<file path="config.mk">
export PLATFORM = sky130hd
export DESIGN_NAME = http_method_recognizer_flat
export DESIGN_NICKNAME = d
export VERILOG_FILES = /design/src/design/hmr_pkg.sv /design/src/design/hmr_in_if.sv /design/src/design/hmr_out_if.sv /design/src/design/hmr_cell.sv /design/src/design/http_method_recognizer.sv /design/src/flat_wrapper.sv
export SDC_FILE = /design/constraint.sdc
export NUM_CORES = 1
export LEC_CHECK = 0
export ABC_AREA = 1
export ABC_CLOCK_PERIOD_IN_PS = 4700
export BUFFER_PORTS_ARGS = -buffer_cell sky130_fd_sc_hd__buf_2
export CAP_MARGIN = 30
export CORE_ASPECT_RATIO = 0.75
export CORE_MARGIN = 4
export CORE_UTILIZATION = 60
export DETAILED_ROUTE_END_ITERATION = 8
export GPL_TIMING_DRIVEN = 1
export PLACE_DENSITY = 0.88
export SLEW_MARGIN = 20
export SYNTH_ARGS = -nofsm -noshare
export SYNTH_HDL_FRONTEND = slang
export SYNTH_SLANG_ARGS = --single-unit
export TNS_END_PERCENT = 10
</file>
<file path="constraint.sdc">
create_clock -name clk -period 4.7 [get_ports clk]
set_input_delay 0 -clock clk [delete_from_list [all_inputs] [get_ports clk]]
set_output_delay 0 -clock clk [all_outputs]
set_load 0.02 [all_outputs]
</file>
<file path="src/design/hmr_pkg.sv">
`default_nettype none
// ----------------------------------------------------------------------------
// hmr_pkg
// Shared types, constants and helpers of the HTTP method recognizer: the
// built-in method names, their lengths and the result word carried along
// the row of match cells.
// ----------------------------------------------------------------------------
package hmr_pkg;

    localparam int NUM_NAMES  = 15;
    localparam int NAME_SLOTS = 10;
    localparam int CHAR_W     = 8;
    localparam int NAME_W     = NAME_SLOTS * CHAR_W;
    localparam int POS_W      = 4;
    localparam int CODE_W     = 4;

    localparam logic [POS_W-1:0]     POS_MAX     = 4'd15;
    localparam logic [CODE_W-1:0]    CODE_NONE   = 4'd15;
    localparam logic [NUM_NAMES-1:0] WEBDAV_MASK = 15'h7F00;

    localparam logic [CHAR_W-1:0] LOWER_A   = 8'h61;
    localparam logic [CHAR_W-1:0] LOWER_Z   = 8'h7A;
    localparam logic [CHAR_W-1:0] CASE_DIFF = 8'h20;

    // names are right aligned: the first character sits highest
    localparam logic [NAME_W-1:0] NAME_TEXT [NUM_NAMES] = '{
        NAME_W'("OPTIONS"),  NAME_W'("GET"),   NAME_W'("HEAD"),  NAME_W'("POST"),
        NAME_W'("PUT"),      NAME_W'("DELETE"), NAME_W'("TRACE"), NAME_W'("CONNECT"),
        NAME_W'("PROPFIND"), NAME_W'("PROPPATCH"), NAME_W'("COPY"), NAME_W'("MKCOL"),
        NAME_W'("MOVE"),     NAME_W'("LOCK"),  NAME_W'("UNLOCK")
    };

    localparam logic [POS_W-1:0] NAME_LEN [NUM_NAMES] = '{
        4'd7, 4'd3, 4'd4, 4'd4, 4'd3, 4'd6, 4'd5, 4'd7,
        4'd8, 4'd9, 4'd4, 4'd5, 4'd4, 4'd4, 4'd6
    };

    // result word handed from cell to cell, lowest code wins
    typedef struct packed {
        logic              found;
        logic [CODE_W-1:0] code;
    } hmr_hit_t;

    // character of a name at a given token position, zero past its end
    function automatic logic [CHAR_W-1:0] name_byte(
        input logic [NAME_W-1:0] name,
        input logic [POS_W-1:0]  len,
        input logic [POS_W-1:0]  pos
    );
        logic [CHAR_W-1:0] r;
        r = '0;
        for (int j = 0; j < NAME_SLOTS; j++)
        begin
            if ((5'(pos) + 5'(j) + 5'd1) == 5'(len))
            begin
                r = name[CHAR_W*j +: CHAR_W];
            end
        end
        return r;
    endfunction

    // fold ascii lower case letters to upper case
    function automatic logic [CHAR_W-1:0] fold_upper(input logic [CHAR_W-1:0] c);
        logic [CHAR_W-1:0] r;
        r = c;
        if (c >= LOWER_A && c <= LOWER_Z)
        begin
            r = c - CASE_DIFF;
        end
        return r;
    endfunction

endpackage
`default_nettype wire

</file>
<file path="src/design/hmr_in_if.sv">
`default_nettype none
// ----------------------------------------------------------------------------
// hmr_in_if
// Character channel: one byte of the method token per word, with a flag on
// the final byte.
// ----------------------------------------------------------------------------
interface hmr_in_if;
    logic       valid;
    logic       ready;
    logic [7:0] name_char;
    logic       last_char;

    modport source (output valid, output name_char, output last_char, input ready);
    modport sink   (input valid, input name_char, input last_char, output ready);
endinterface
`default_nettype wire

</file>
<file path="src/design/hmr_out_if.sv">
`default_nettype none
// ----------------------------------------------------------------------------
// hmr_out_if
// Result channel: one word per token, the recognized method code.
// ----------------------------------------------------------------------------
interface hmr_out_if;
    logic       valid;
    logic       ready;
    logic       found;
    logic [3:0] method_code;

    modport source (output valid, output found, output method_code, input ready);
    modport sink   (input valid, input found, input method_code, output ready);
endinterface
`default_nettype wire

</file>
<file path="src/design/hmr_cell.sv">
`default_nettype none
// ----------------------------------------------------------------------------
// hmr_cell
// Match cell for one method name. Tracks whether the token still agrees
// with the name and whether the whole name has been seen, and passes the
// lowest-code hit on to its neighbor.
// ----------------------------------------------------------------------------
module hmr_cell
    import hmr_pkg::*;
(
    input  wire logic                 clk,
    input  wire logic                 rst_n,
    input  wire logic                 step,
    input  wire logic                 last,
    input  wire logic [CHAR_W-1:0]    ch,
    input  wire logic [POS_W-1:0]     pos,
    input  wire logic [NAME_W-1:0]    name,
    input  wire logic [POS_W-1:0]     len,
    input  wire logic [CODE_W-1:0]    code,
    input  wire logic                 allowed,
    input  wire hmr_hit_t             hit_in,
    output hmr_hit_t                  hit_out
);

    logic still_reg, still_next;
    logic full_reg, full_next;
    logic in_range, mismatch, at_end, full_now, hit;

    // compare this character against the name
    assign in_range = pos < len;
    assign mismatch = name_byte(name, len, pos) != ch;
    assign at_end   = (5'(pos) + 5'd1) == 5'(len);
    assign full_now = full_reg | (still_reg & in_range & ~mismatch & at_end);
    assign hit      = full_now & allowed;

    // lower codes sit earlier in the row and take priority
    always_comb
    begin
        hit_out = hit_in;
        if (!hit_in.found && hit)
        begin
            hit_out.found = 1'b1;
            hit_out.code  = code;
        end
    end

    // state update, cleared at the end of each token
    always_comb
    begin
        still_next = still_reg;
        full_next  = full_reg;
        if (step)
        begin
            if (last)
            begin
                still_next = 1'b1;
                full_next  = 1'b0;
            end
            else
            begin
                still_next = still_reg & ~(in_range & mismatch);
                full_next  = full_now;
            end
        end
    end

    always_ff @(posedge clk or negedge rst_n)
    begin
        if (!rst_n)
        begin
            still_reg <= 1'b1;
            full_reg  <= 1'b0;
        end
        else
        begin
            still_reg <= still_next;
            full_reg  <= full_next;
        end
    end

endmodule
`default_nettype wire

</file>
<file path="src/design/http_method_recognizer.sv">
`default_nettype none
// ----------------------------------------------------------------------------
// http_method_recognizer
// Recognizes an HTTP request method from its token, one character per word,
// case insensitive, using a row of match cells, one per method name.
// ----------------------------------------------------------------------------
//  channel   dir   word                      handshake
//  chars     in    name_char, last_char      valid / ready
//  result    out   found, method_code        valid / ready
//  cfg       in    webdav enable bit         cfg_wr_en, no wait
//
//  One character is taken every cycle unless a held result stalls the
//  channel until it is taken; a result taken in the same cycle lets the
//  next one through. The result of a token is registered in the cycle
//  after its last character is taken; the compare in the cells and the
//  priority ripple along the row are combinational. Reset clears the
//  position, the cells and the output register, and sets the webdav enable.
// ----------------------------------------------------------------------------
module http_method_recognizer
    import hmr_pkg::*;
(
    input  wire logic   clk,
    input  wire logic   rst_n,
    hmr_in_if.sink      chars,
    hmr_out_if.source   result,
    input  wire logic   cfg_wr_en,
    input  wire logic   cfg_wr_data
);

    logic              webdav_reg;
    logic [POS_W-1:0]  pos_reg, pos_next;
    logic              out_valid_reg, out_valid_next;
    logic              found_reg;
    logic [CODE_W-1:0] code_reg;
    logic              step, load;
    logic [CHAR_W-1:0] ch;
    hmr_hit_t          chain [NUM_NAMES+1];

    // handshake
    assign chars.ready = !out_valid_reg || result.ready;
    assign step        = chars.valid && chars.ready;
    assign load        = step && chars.last_char;
    assign ch          = fold_upper(chars.name_char);

    // configuration register
    always_ff @(posedge clk or negedge rst_n)
    begin
        if (!rst_n)
        begin
            webdav_reg <= 1'b1;
        end
        else if (cfg_wr_en)
        begin
            webdav_reg <= cfg_wr_data;
        end
    end

    // token position, saturating
    always_comb
    begin
        pos_next = pos_reg;
        if (step)
        begin
            if (chars.last_char)
            begin
                pos_next = '0;
            end
            else if (pos_reg != POS_MAX)
            begin
                pos_next = pos_reg + 1'b1;
            end
        end
    end

    always_ff @(posedge clk or negedge rst_n)
    begin
        if (!rst_n)
        begin
            pos_reg <= '0;
        end
        else
        begin
            pos_reg <= pos_next;
        end
    end

    // row of match cells
    assign chain[0] = '{found: 1'b0, code: CODE_NONE};

    for (genvar i = 0; i < NUM_NAMES; i++)
    begin : g_cell
        hmr_cell u_cell (
            .clk     (clk),
            .rst_n   (rst_n),
            .step    (step),
            .last    (chars.last_char),
            .ch      (ch),
            .pos     (pos_reg),
            .name    (NAME_TEXT[i]),
            .len     (NAME_LEN[i]),
            .code    (CODE_W'(i)),
            .allowed (!WEBDAV_MASK[i] || webdav_reg),
            .hit_in  (chain[i]),
            .hit_out (chain[i+1])
        );
    end

    // output register
    always_comb
    begin
        out_valid_next = out_valid_reg;
        if (load)
        begin
            out_valid_next = 1'b1;
        end
        else if (result.ready)
        begin
            out_valid_next = 1'b0;
        end
    end

    always_ff @(posedge clk or negedge rst_n)
    begin
        if (!rst_n)
        begin
            out_valid_reg <= 1'b0;
        end
        else
        begin
            out_valid_reg <= out_valid_next;
        end
    end

    always_ff @(posedge clk or negedge rst_n)
    begin
        if (!rst_n)
        begin
            found_reg <= 1'b0;
            code_reg  <= CODE_NONE;
        end
        else if (load)
        begin
            found_reg <= chain[NUM_NAMES].found;
            code_reg  <= chain[NUM_NAMES].code;
        end
    end

    assign result.valid       = out_valid_reg;
    assign result.found       = found_reg;
    assign result.method_code = code_reg;

endmodule
`default_nettype wire

</file>
<file path="src/flat_wrapper.sv">
// flat-port wrapper written by rule: the top's interface ports become plain ports
module http_method_recognizer_flat import hmr_pkg::*;
  (clk, rst_n, cfg_wr_en, cfg_wr_data, chars_valid, chars_name_char, chars_last_char, chars_ready, result_valid, result_found, result_method_code, result_ready);
  hmr_in_if chars_i ();
  hmr_out_if result_i ();
  input  wire logic clk;
  input  wire logic rst_n;
  input  wire logic cfg_wr_en;
  input  wire logic cfg_wr_data;
  input wire logic [$bits(chars_i.valid)-1:0] chars_valid;
  input wire logic [$bits(chars_i.name_char)-1:0] chars_name_char;
  input wire logic [$bits(chars_i.last_char)-1:0] chars_last_char;
  output wire logic [$bits(chars_i.ready)-1:0] chars_ready;
  output wire logic [$bits(result_i.valid)-1:0] result_valid;
  output wire logic [$bits(result_i.found)-1:0] result_found;
  output wire logic [$bits(result_i.method_code)-1:0] result_method_code;
  input wire logic [$bits(result_i.ready)-1:0] result_ready;
  assign chars_i.valid = chars_valid;
  assign chars_i.name_char = chars_name_char;
  assign chars_i.last_char = chars_last_char;
  assign chars_ready = chars_i.ready;
  assign result_valid = result_i.valid;
  assign result_found = result_i.found;
  assign result_method_code = result_i.method_code;
  assign result_i.ready = result_ready;
  http_method_recognizer u_core (.clk(clk), .rst_n(rst_n), .chars(chars_i), .result(result_i), .cfg_wr_en(cfg_wr_en), .cfg_wr_data(cfg_wr_data));
endmodule
</file>
==> results of run 1 <==
-- worst max-delay path, stage by stage (launching register included) --
cell     delay [ps]
dfrtp_1         550
ha_1            420
nand2_2         190
nand2_1         200
nor2_1          110
nand2_1          70
inv_1            60
nor2_2          420
inv_1            80
nor2_1          300
nand2_1         110
xor2_1          150
nor4_1          600
nand4_1         210
nand2_1         190
nor2_4           80
a21oi_1         130
nand2_1          60
a21oi_1         120
nand3_1          80
nand2_1          60
-- metal layers --
metal	part of all wire, %	vias up	GRT usage, %
met4	1.9	0	8.42
met3	13	32	11.3
met5	0	-	0
met2	41	385	49.9
met1	44	2696	51.2
li1	-	2888	-
-- worst paths after layout --
path | depth (start not counted) | from | endpoint | slack, ps
hold reg to reg | 2 | u_core.g_cell[8].u_cell.still_reg | u_core.g_cell[8].u_cell.still_reg | 460
min in group asynchronous | 2 | rst_n | u_core.g_cell[13].u_cell.still_reg | 280
hold / removal | 4 | chars_last_char | u_core.pos_reg[0] | 60
setup / recovery | 20 | u_core.pos_reg[0] | u_core.result.method_code[0] | 440
max in group asynchronous | 3 | rst_n | u_core.g_cell[7].u_cell.still_reg | 4130
setup reg to reg | 20 | u_core.pos_reg[0] | u_core.result.method_code[0] | 440
-- final cells by class --
class / instances / area (sq um)
inverter: 129 / 487
sequential: 41 / 1050
fill: 792 / 2870
tap: 108 / 135
timing repair buffer: 29 / 188
multi-input combinational: 693 / 3540
clock buffer: 5 / 125
clock inverter: 3 / 21.3
-- through the flow --
step	power [W]	utilization, %	std cells	setup WS [ps]
5_1_grt	0.00211	66.0	1008	72.7
6_report	0.00196	66.0	1008	436
3_5_place_dp	0.00156	63.5	995	569
3_3_place_gp	0.00155	63.5	995	544
4_1_cts	0.00191	65.7	1007	547
2_1_floorplan	0.00130	-	881	1550
-- cell families after synthesis --
logic type,synth area share [%]
flip-flops,20.3
XOR/XNOR,4.57
AND/OR/NAND/NOR,50.7
AO/OA/AOI/OAI,10.0
adder cells (fa/ha/maj),3.14
buffers and inverters,11.2
-- layout by cell type, fill, tap and decap left out, types with 6 or more instances in the layout --
cell type / count
inv_2: 11
nand4_1: 24
nand2_1: 241
dfrtp_1: 20
nor2_4: 7
a211oi_1: 11
nor3_1: 19
nor2_2: 11
nor2_1: 113
inv_1: 114
nand2_2: 8
nand3_2: 10
o211ai_1: 6
o21ai_0: 30
o21ai_1: 7
xor2_1: 26
buf_2: 21
nand3_1: 112
dfstp_2: 20
ha_1: 13
a21oi_1: 19
-- what timing repair did --
item                       CTS  global route
setup endpoints to repair    0             1
gates resized for setup      0             1
buffers inserted             0             0
hold buffers                 4             0
hold endpoints to repair    23             0
-- power groups by stage --
stage                     combinational, W  sequential, W  clock (W)
after global routing               0.00130       0.000445   0.000369
after CTS                          0.00112       0.000438   0.000354
final                              0.00117       0.000440   0.000347
after global placement             0.00111       0.000442          0
after floorplan                   0.000858       0.000440          0
after detailed placement           0.00111       0.000444          0
==> out/results.txt, run 1 <==
After detailed routing, the number of remaining DRC violations is 0. The total inserted antenna cells was 0; the net switching fraction of the power was 51.1%. For the endpoint arrival time on the critical path, the log shows 4490 ps. 22 I/O pins were placed. For this run, asynchronously set or reset flops after synthesis account for 100%. The run gives 0.00555 sq mm as the post-route cell area. Summing all placed instances gives a cell area of 0.00535 sq mm. For the H-tree depth, the log shows 2. The tools report the category of the worst setup path launch point as a register.

Leading cell type by number of instances after synthesis: nand2_1. Global routing consumed, over all layers together, 35.0% of the routing resources. The congestion estimate from routability-driven global placement came to 1.09.

The net count of the finished layout is 927. The count of nets left with antenna violations once routing finished came out at 0. The tree is rooted in a clkbuf_16. The total vias in the final route was 6001.

Pin count of the biggest net entering global routing: 42. The hold violation count in the final report was 0; the die extent in y was 88.4 microns. Setup repair after global routing left no endpoint under its margin.

The average footprint of a synthesized cell works out to 5.87 sq um. For the total congestion overflow after global routing, the log shows 0. At the pin with the least slew margin, the transition time is 900 ps.

The mean routed wirelength per cell works out to 17.5 microns. The logs give 235 MHz for the maximum clock frequency and 22.5% for the portion of total power attributed to sequential cells. VDD sags by at most 0.217 mV. After technology mapping, the gate count stands at 881. The cell accounting for the most synthesized area is nand2_1. The via density per instance is 5.95, and the netlist area before placement is 0.00517 sq mm.

For this design the static power due to leakage is 2.86 nW. By area the synthesized netlist is led by nand2_1 (17%), nand3_1 (11%), dfrtp_1 (10%). The area fraction of the dominant cell type after synthesis is 17.5%. The number of clock sinks seen by CTS was 41.

STA puts the critical path data required time at 4930 ps. The tools report the total count of max-transition violations in the final report as 0. The post-synthesis sequential element count came out at 41.

The internal power of the cells was 0.000959 W. The register area share after synthesis was 20.3%. The worst setup path is captured at a register.

The class of the tightest hold or removal check was input port to register. After synthesis, the netlist uses 47 different library cells. The region available for standard cell placement spans 0.00842 sq mm. The maximum count of clock buffers along a single path was 2; the share of power burned in combinational logic was 59.8%. In the final timing run, aggregate negative setup slack is 0 ps. After legalization and detailed placement, the total HPWL measured 13.6 mm.

The run gives 0 as the number of warnings issued by yosys. The die outline area was 0.0102 sq mm; the maximum net fanout on the critical path was 13. Of the cells placed in the final design, the portion with a size suffix greater than 1 is 12.4%. The initial utilization of the core area, before any placement, comes to 61.5%. The run gives 0.00100 W as the switching power of the nets. By count the netlist is led by nand2_1 (241), inv_1 (114), nor2_1 (113), nand3_1 (112), o21ai_0 (30). The run gives 8.88 ps as the worst-case clock skew. The run gives 29 as the floorplan row count.

The die is 115 microns wide. The first global-routing pass estimated 27.7 mm of wire. The run gives 5285 as the via count of the first global-routing pass. The worst setup path is of the register to register kind. For this block, the initial DRC count from the detailed router was 841.

In this run the tightest slew margin relative to its limit is 39.5%. The clock network power share is 17.7%, and the clock-pin slew on the worst setup and hold paths is 60 ps. Setup violations remaining at the end of the flow were counted as 0.

Subtracting the final worst setup slack from the clock period gives 4260 ps. Summed over all layers, the routed wires come to 17.6 mm. The run gives 6 as the count of TritonRoute iterations in the first routing pass. TritonCTS built the clock tree. The post-synthesis to final-layout area growth came out at 7.30%.

The clock latency on the worst-skew pair came out at 290 ps. For the total nets after synthesis, the log shows 909. Power spread over the standard cell area amounts to 353 mW/mm^2.

The number of buffers added on ports works out to 21. The number of enable-type register cells in the synthesized netlist is 0. In the finished design, the share of the clock period the worst path needs comes to 90.7%. Final hold analysis gives a worst-case slack of 62.9 ps. The flow ran to the end, and the final reports show no timing, DRC or antenna violations.

The count of max-cap constraint violations was 0. The number of antenna violations at the first check in global routing was 0; the CTS buffer count was 5. For this run, the leading register cell type out of synthesis is dfrtp_1.
Power figures use the tool's default switching activity.
==> run 2: changes to the inputs <==
- CORE_ASPECT_RATIO: 0.75 -> unset
==> run 2 against run 1 <==
Effect of this change:
- non-clock buffer count down 3
- sequential share of layout area increased by 0.22 points
- die area down 0.15%
- critical path depth rose by 1
- critical path type unchanged
- largest cell class unchanged
==> out/results.txt, run 2 (same netlist as run 1, synthesis figures left out) <==
I/O pin total: 22 (unchanged). The portion of total power attributed to sequential cells was 23.4% (+0.9 points); the required time reported for the critical path endpoint was 4940 ps (about the same). The slack of the worst reg-to-reg path was 620 ps (+190 ps).

The number of filler instances in the final layout was 785 (-0.88%). TritonCTS built the clock tree. The first-pass GRT wire length is 27.1 mm (-2.0%). The net switching fraction of the power works out to 50.5% (-0.54 points). The tools report the combined global-route utilization of all metal layers as 33.7% (-1.4 points).

The most numerous cell on the critical path was nand2_1. The post-route cell area is 0.00548 sq mm (-1.2%), and the total vias in the final route is 5898 (-1.7%). The post-route total power is 0.00188 W (-4.2%), and the estimated wirelength of the detail-placed design is 12.9 mm (-5.3%). The run gives 0 (unchanged) as the final antenna-violating net count. The worst setup path is launched from a register. The signal on the critical path passes through ha_1 -> nand3_1 -> nand2_2 -> nor2_1 -> nand2_1 -> inv_1 -> nor2_2 -> inv_1 -> nor2_1 -> nand2_1 -> a21oi_1 -> o21ai_0 -> nor4b_1 -> nand4_1 -> nand2_1 -> nor2_4 -> a21oi_1 -> nand2_1 -> a21oi_1 -> nand3_1 -> nand2_1. The logs give 0 (unchanged) for the total congestion overflow after global routing and 42.1% (+2.7 points) for the headroom to the max-slew limit. The count of TritonRoute iterations in the first routing pass was 7 (+1); the maximum net fanout on the critical path was 13 (unchanged). The die extent in y was 101 microns (+14%). The worst vdd rail ir drop was 0.257 mV (+18%).

The run gives 0 (unchanged) as the total count of max-transition violations in the final report. The number of setup buffers added after CTS is 0 (unchanged). The maximum clock frequency is 245 MHz (+4.6%), and the endpoint arrival time on the critical path is 4320 ps (-170 ps).

The count of max-cap constraint violations is 0 (unchanged). The clock latency on the worst-skew pair is 300 ps (about the same), and the clock network power share is 15.7% (-2.0 points). The hold violation count in the final report came out at 0 (unchanged). The logs give 5345 (+1.1%) for the via count of the first global-routing pass and 33 (+14%) for the floorplan row count. Clock period minus worst slack: 4080 ps (-188 ps). The tools report the total number of nets in the final design as 924 (-0.32%). The last weighted congestion value of the routability-driven placer is 1.06 (-2.9%), and the initial DRC count is 640 (-24%).

The ratio of cells with drive above 1 in the final layout is 12.2% (-0.29 points), and the total inserted antenna cells is 0 (unchanged). The post-route clock period utilization is 86.7% (-4.0 points). Leaving out fill and tap cells, the most frequent cells in the layout are nand2_1 (241), inv_1 (114), nor2_1 (113), nand3_1 (112), o21ai_0 (30). The post-placement cell area came out at 0.00533 sq mm (-0.21%). The die outline area came out at 0.0102 sq mm (-0.15%). The setup path with the least slack is of type register to register.

Setup repair after global routing left no endpoint under its margin. Static leakage: 2.83 nW (-1.0%). The transition time of the tightest slew-check pin was 868 ps (-31.9 ps); the share of power burned in combinational logic was 60.9% (+1.1 points).

Power per unit of standard cell area: 342 mW/mm^2 (-3.0%). The sum of negative setup slack was 0 ps (unchanged); the overall die width was 101 microns (-12%). The run gives 42 (unchanged) as the pin count of the biggest net entering global routing. The internal power of the cells came out at 0.000928 W (-3.1%). The tools report the number of cells in the finished layout apart from fillers as 1002 (-0.60%). The DRC violation count after routing was 0 (unchanged); the CTS buffer count was 5 (unchanged). The tools report the placement-stage worst setup slack as 691 ps (+122 ps). Clock tree root driver cell: clkbuf_8. The class of the tightest hold or removal check is input port to register. The initial core utilization was 62.4% (+0.88 points). Clock-pin slew on the worst setup and hold paths: 80 ps (+20 ps). Post-synthesis to final-layout area growth: 5.97%.

For the H-tree depth, the log shows 2 (unchanged). STA classifies the critical path endpoint as a register. Number of buffers added on ports: 21 (unchanged). The via density per instance is 5.89 (-1.1%). The core area came out at 0.00830 sq mm (-1.4%). Leaving out fill and tap cells, the most frequent cell in the layout is nand2_1. The library cell contributing the largest single delay on the critical path was dfrtp_1. The longest individual stage delay on the worst path is 680 ps (+80 ps). The mean routed wirelength per cell came out at 16.3 microns (-6.8%). The final count of negative-setup-slack endpoints is 0 (unchanged), and the total wire length is 16.3 mm (-7.3%).

The logs give 0 (unchanged) for the number of antenna violations at the first check in global routing and 8.02 ps (-0.858 ps) for the worst-case clock skew. The logs give 624 ps (+188 ps) for the minimum setup slack in the final design and 41 (unchanged) for the number of clock sinks seen by CTS. Switching power of the nets: 0.000948 W (-5.2%). The maximum count of clock buffers along a single path came out at 2 (unchanged). The number of placed cells counting well taps was 991 (-0.40%).

The flow ran to the end, and the final reports show no timing, DRC or antenna violations.
==> run 2: cell count changes in the layout (fill, tap and decap cells not counted), sizes merged <==
| cell | before | now |
|---|---|---|
| buf | 25 | 23 |
| bufinv | 0 | 1 |
| clkbuf | 5 | 6 |
| clkinv | 4 | 3 |
| dlygate4sd3 | 4 | 3 |
| inv | 127 | 126 |
==> run 2: stage by stage <==
step	hold WS, ps	utilization [%]
2_1_floorplan	-296	-
3_3_place_gp	158	64.3
3_5_place_dp	153	64.3
4_1_cts	17.7	66.1
5_1_grt	44.1	66.1
6_report	16.0	66.1
==> run 2: path summary, 6_finish.rpt <==
check,startpoint,endpoint,cells after the start
max,u_core.pos_reg[2],u_core.result.method_code[0],21
min,result_ready,u_core.result.valid,4
max reg2reg,u_core.pos_reg[2],u_core.result.method_code[0],21
min reg2reg,u_core.g_cell[1].u_cell.still_reg,u_core.g_cell[1].u_cell.still_reg,2
max in group asynchronous,rst_n,u_core.g_cell[6].u_cell.full_reg,2
min in group asynchronous,rst_n,u_core.g_cell[3].u_cell.full_reg,2
==> run 2: critical path, delay by kind of cell, from the launching register on <==
| kind | cells | cell delay [ps] |
|---|---|---|
| AND/OR/NAND/NOR | 14 | 2370 |
| flip-flops | 1 | 680 |
| AO/OA/AOI/OAI | 4 | 450 |
| adder cells (fa/ha/maj) | 1 | 400 |
| buffers and inverters | 2 | 120 |
==> run 2: cell type report <==
| type | count | area [sq um] | area share (%) |
|---|---|---|---|
| Tap cell | 105 | 131 | 2.40 |
| Clock inverter | 2 | 37.5 | 0.684 |
| Multi-Input combinational cell | 693 | 3540 | 64.6 |
| Timing Repair Buffer | 26 | 150 | 2.74 |
| Sequential cell | 41 | 1050 | 19.2 |
| Clock buffer | 6 | 82.6 | 1.51 |
| Inverter | 129 | 487 | 8.88 |
==> run 2: timing repair <==
item | CTS | global route
hold buffers | 3 | 0
setup endpoints to repair | 0 | 0
endpoints found under the hold margin | 22 | 0
gates resized for setup | 0 | 0
==> run 2: power by group through the flow <==
stage | combinational (W) | clock [W] | sequential (W)
after floorplan | 0.000858 | 0 | 0.000440
after global placement | 0.00110 | 0 | 0.000443
after detailed placement | 0.00110 | 0 | 0.000444
after CTS | 0.00111 | 0.000300 | 0.000438
after global routing | 0.00129 | 0.000313 | 0.000445
final | 0.00114 | 0.000295 | 0.000439
==> run 2: per-layer routing <==
| layer | global-route usage (%) | wire length, microns | vias up |
|---|---|---|---|
| met5 | 0 | 0 | - |
| met4 | 11.1 | 527 | 0 |
| met3 | 4.71 | 1800 | 45 |
| met2 | 51.0 | 6990 | 358 |
| met1 | 49.1 | 7000 | 2618 |
| li1 | - | - | 2877 |
==> run 3: changes to the inputs <==
- ABC_AREA: 1 -> unset
==> run 3 against run 2 <==
Effect of this change:
- via count grew 13%
- critical path type unchanged
- clock power grew 8.8%
- largest cell class unchanged
- sequential share of layout area shrank 1.6 points
- critical endpoint is now u_core.result.method_code[1]
- total power grew 11%
- clock skew grew 5.5 ps
- clock-buffer cell count is the same
- maximum frequency shrank 10%
- first-iteration DRC count grew 51%
- sequential cell count is the same
==> out/results.txt, run 3 <==
The run gives 8 (+1) as the count of TritonRoute iterations in the first routing pass. The leading cell type in the layout, fill and taps excluded is nand2_1. The maximum clock frequency is 221 MHz (-10%). The share of synthesized registers carrying an async set or reset was 100% (unchanged). Net switching fraction of the power: 49.4% (-1.1 points). In the post-synthesis netlist, the biggest area contributors are dfrtp_1 (9.4%), dfstp_2 (9.4%), nand2_1 (5.9%). The critical path starts at u_core.pos_reg[1]. The run gives 42 (unchanged) as the pin count of the biggest net entering global routing.

The endpoint arrival time on the critical path was 4780 ps (+460 ps); the ratio of cells with drive above 1 in the final layout was 15.9% (+3.8 points). In this run the critical register-to-register path is launched from u_core.pos_reg[1]. The utilization after layout was 67.4% (+1.3 points).

The tools report the register area share after synthesis as 18.9% (-1.4 points). The number of warnings issued by yosys is 0 (unchanged), and the count of max-cap constraint violations is 0 (unchanged). The maximum net fanout on the critical path is 12 (-1), and the headroom to the max-slew limit is 33.1% (-9.1 points). The hold violation count in the final report was 0 (unchanged). The total inserted antenna cells was 0 (unchanged); the power per unit of standard cell area was 348 mW/mm^2 (+1.7%). The library cells used most frequently in the layout, excluding fill and tap cells, are nand2_1 (87), nor2_1 (66), a21oi_1 (49), o21ai_0 (38), buf_4 (33). The switching power of the nets was 0.00103 W (+8.7%); the share of power burned in combinational logic was 63.7% (+2.8 points). nand2_1 is the most common cell in the netlist. The tools report the initial DRC count as 969 (+51%).

The tools report the endpoint of the lowest-slack register-to-register path as u_core.result.method_code[1]. The logs give 2 (unchanged) for the H-tree depth and 0 (unchanged) for the total count of max-transition violations in the final report. The worst setup path is launched from a register. Worst-case clock skew: 13.5 ps (+5.52 ps). The run gives 41 (unchanged) as the number of clock sinks seen by CTS.

The portion of total power attributed to sequential cells was 20.9% (-2.5 points). The worst vdd rail ir drop is 0.210 mV (-18%), and the post-route clock period utilization is 96.4% (+9.7 points). Class of the tightest hold or removal check: input port to register. The transition time of the tightest slew-check pin is 1000 ps (+133 ps). Combined global-route utilization of all metal layers: 38.5% (+4.8 points).

The tools report the critical path endpoint category as a register. The run gives 0 (unchanged) as the final antenna-violating net count. Cell depth of the worst min-delay path: 3 (-1). The distinct cell type count after synthesis was 97 (+110%). The final count of negative-setup-slack endpoints was 0 (unchanged); the clock network power share was 15.4% (-0.3 points). From synthesis to final layout, the design area changed by 7.66%. The clock period minus worst slack is 4530 ps (+455 ps). The internal power of the cells came out at 0.00106 W (+14%). The sum of negative setup slack came out at 0 ps (unchanged).

Required time reported for the critical path endpoint: 4950 ps (about the same). The biggest area contributor in the post-synthesis netlist is dfrtp_1. Setup repair after global routing could not meet its margin everywhere.

The commonest register cell after synthesis was dfrtp_1. The total vias in the final route was 6680 (+13%). The average footprint of a synthesized cell is 7.46 sq um (+27%), and the die extent in y is 104 microns (+3.4%). The critical path is of the register to register type. The overall die width is 104 microns (+3.4%). The tools report the floorplan row count as 34 (+3.0%). The tools report the placement-stage worst setup slack as 88.5 ps (-602 ps). The flow ran to the end, and the final reports show no timing, DRC or antenna violations. The tools report the via count of the first global-routing pass as 6178 (+16%).

For the post-route total power, the log shows 0.00209 W (+11%). The number of enable-type register cells in the synthesized netlist works out to 0 (unchanged). The via density per instance is 7.70 (+31%), and the sequential cell area in the final layout is 0.00105 sq mm (+0.12%).

TritonCTS built the clock tree. The post-synthesis sequential element count is 41 (unchanged). The mean routed wirelength per cell was 25.0 microns (+53%). The run gives 0 (unchanged) as the number of antenna violations at the first check in global routing. The estimated wirelength of the detail-placed design was 16.0 mm (+24%); the cell count after synthesis was 746 (-15%).

The maximum count of clock buffers along a single path was 2 (unchanged); the slack of the worst reg-to-reg path was 170 ps (-450 ps). The logs give 2.39 nW (-15%) for the static leakage and 786 (-15%) for the total number of nets in the final design. The die outline area is 0.0109 sq mm (+7.0%), and the cell count of the worst reg-to-reg path is 13 (-38%). Following the worst setup path forward leads to its endpoint at u_core.result.method_code[1]. The area fraction of the dominant cell type after synthesis was 9.44% (-8.0 points). By count the netlist is led by nand2_1 (87), nor2_1 (66), a21oi_1 (49), o21ai_0 (38), clkbuf_1 (33).

The total nets after synthesis came out at 774 (-15%). The tools report the number of filler instances in the final layout as 760 (-3.2%). The clock tree root driver cell is clkbuf_8. The tools report the total congestion overflow after global routing as 0 (unchanged).

The core area is 0.00889 sq mm (+7.1%), and the netlist area before placement is 0.00557 sq mm (+7.6%). The area of the multi-input gates is 0.00423 sq mm (+19%), and the DRC violation count after routing is 0 (unchanged). Minimum setup slack in the final design: 169 ps (-455 ps).

The clock-pin slew on the worst setup and hold paths works out to 100 ps (+20 ps). The tools report the first-pass GRT wire length as 33.6 mm (+24%). The number of buffers added on ports is 21 (unchanged), and the CTS buffer count is 5 (unchanged). The tools report the last weighted congestion value of the routability-driven placer as 1.05 (-0.46%).

The run gives 21.7 mm (+33%) as the total wire length. The clock latency on the worst-skew pair was 320 ps (+20 ps). The initial core utilization is 62.6% (+0.25 points). The tools report the beginning of the worst hold path as result_ready. For the I/O pin total, the log shows 22 (unchanged).
==> run 3: cell count changes in the layout (fill, tap and decap cells not counted), moves of 17 or more <==
cell | previous run | this run
a21oi_1 | 19 | 49
buf_4 | 2 | 33
inv_1 | 114 | 14
nand2_1 | 241 | 87
nand3_1 | 112 | 27
nand4_1 | 24 | 7
nor2_1 | 113 | 66
xnor2_1 | 1 | 27
xor2_1 | 26 | 2
==> run 3: what timing repair did <==
| action | 4_1_cts | 5_1_grt |
|---|---|---|
| gates resized for setup | 0 | 6 |
| hold endpoints to repair | 22 | 0 |
| endpoints found under the setup margin | 0 | 5 |
| hold buffers | 3 | 0 |
| buffers inserted | 0 | 0 |
==> run 3: stage by stage <==
stage               area [sq um]  std cells  hold WS, ps
floorplan                   5570        746         -296
global placement            5800        855          163
detailed placement          5800        855          165
CTS                         5950        866         23.3
global route                5990        867         66.4
finish                      5990        867         17.1
==> run 3: cell families (layout without fill, tap and decap cells) <==
| logic type | Yosys count | in the layout | synth area share (%) |
|---|---|---|---|
| AND/OR/NAND/NOR | 322 | 322 | 30.1 |
| AO/OA/AOI/OAI | 261 | 261 | 35.4 |
| buffers and inverters | 68 | 81 | 5.62 |
| flip-flops | 41 | 41 | 18.9 |
| XOR/XNOR | 32 | 32 | 5.44 |
| adder cells (fa/ha/maj) | 13 | 13 | 2.92 |
| multiplexers | 9 | 9 | 1.66 |
==> run 3: final cells by class <==
| class | instances | share of cell area [%] |
|---|---|---|
| flip-flops and latches | 41 | 17.6 |
| well taps | 108 | 2.25 |
| repair buffers | 58 | 6.72 |
| clock inverters | 2 | 0.626 |
| inverters | 15 | 0.939 |
| clock buffers | 6 | 1.38 |
| multi-input cells | 637 | 70.5 |
==> run 3: critical path: stages, from the launching register on <==
cell,delay (ps)
dfrtp_2,530
inv_1,220
ha_1,220
a21oi_1,140
xnor2_1,690
nor2_1,140
o21ai_0,410
a41oi_1,210
mux2i_1,310
a2111oi_2,150
a2111oi_4,440
or3b_4,460
o41ai_4,340
o22a_1,200
==> run 3: worst min path at each step <==
stage	to	slack, ps
finish	u_core.result.valid	20
global route	u_core.result.valid	70
CTS	u_core.result.valid	20
detailed placement	u_core.webdav_reg	160
global placement	u_core.webdav_reg	160
floorplan	u_core.g_cell[0].u_cell.full_reg	-300
==> run 3: metal layers <==
| layer | part of all wire [%] | track usage (%) | vias up |
|---|---|---|---|
| li1 | - | - | 2879 |
| met1 | 38 | 51.3 | 3082 |
| met2 | 42 | 56.6 | 597 |
| met3 | 15 | 10.4 | 122 |
| met4 | 5.6 | 20.1 | 0 |
| met5 | 0 | 0 | - |
==> run 3: power groups by stage <==
stage	clock (W)	combinational [W]	sequential (W)
6_report	0.000321	0.00133	0.000436
5_1_grt	0.000332	0.00141	0.000441
4_1_cts	0.000317	0.00126	0.000433
3_5_place_dp	0	0.00125	0.000439
3_3_place_gp	0	0.00123	0.000436
2_1_floorplan	0	0.000935	0.000436
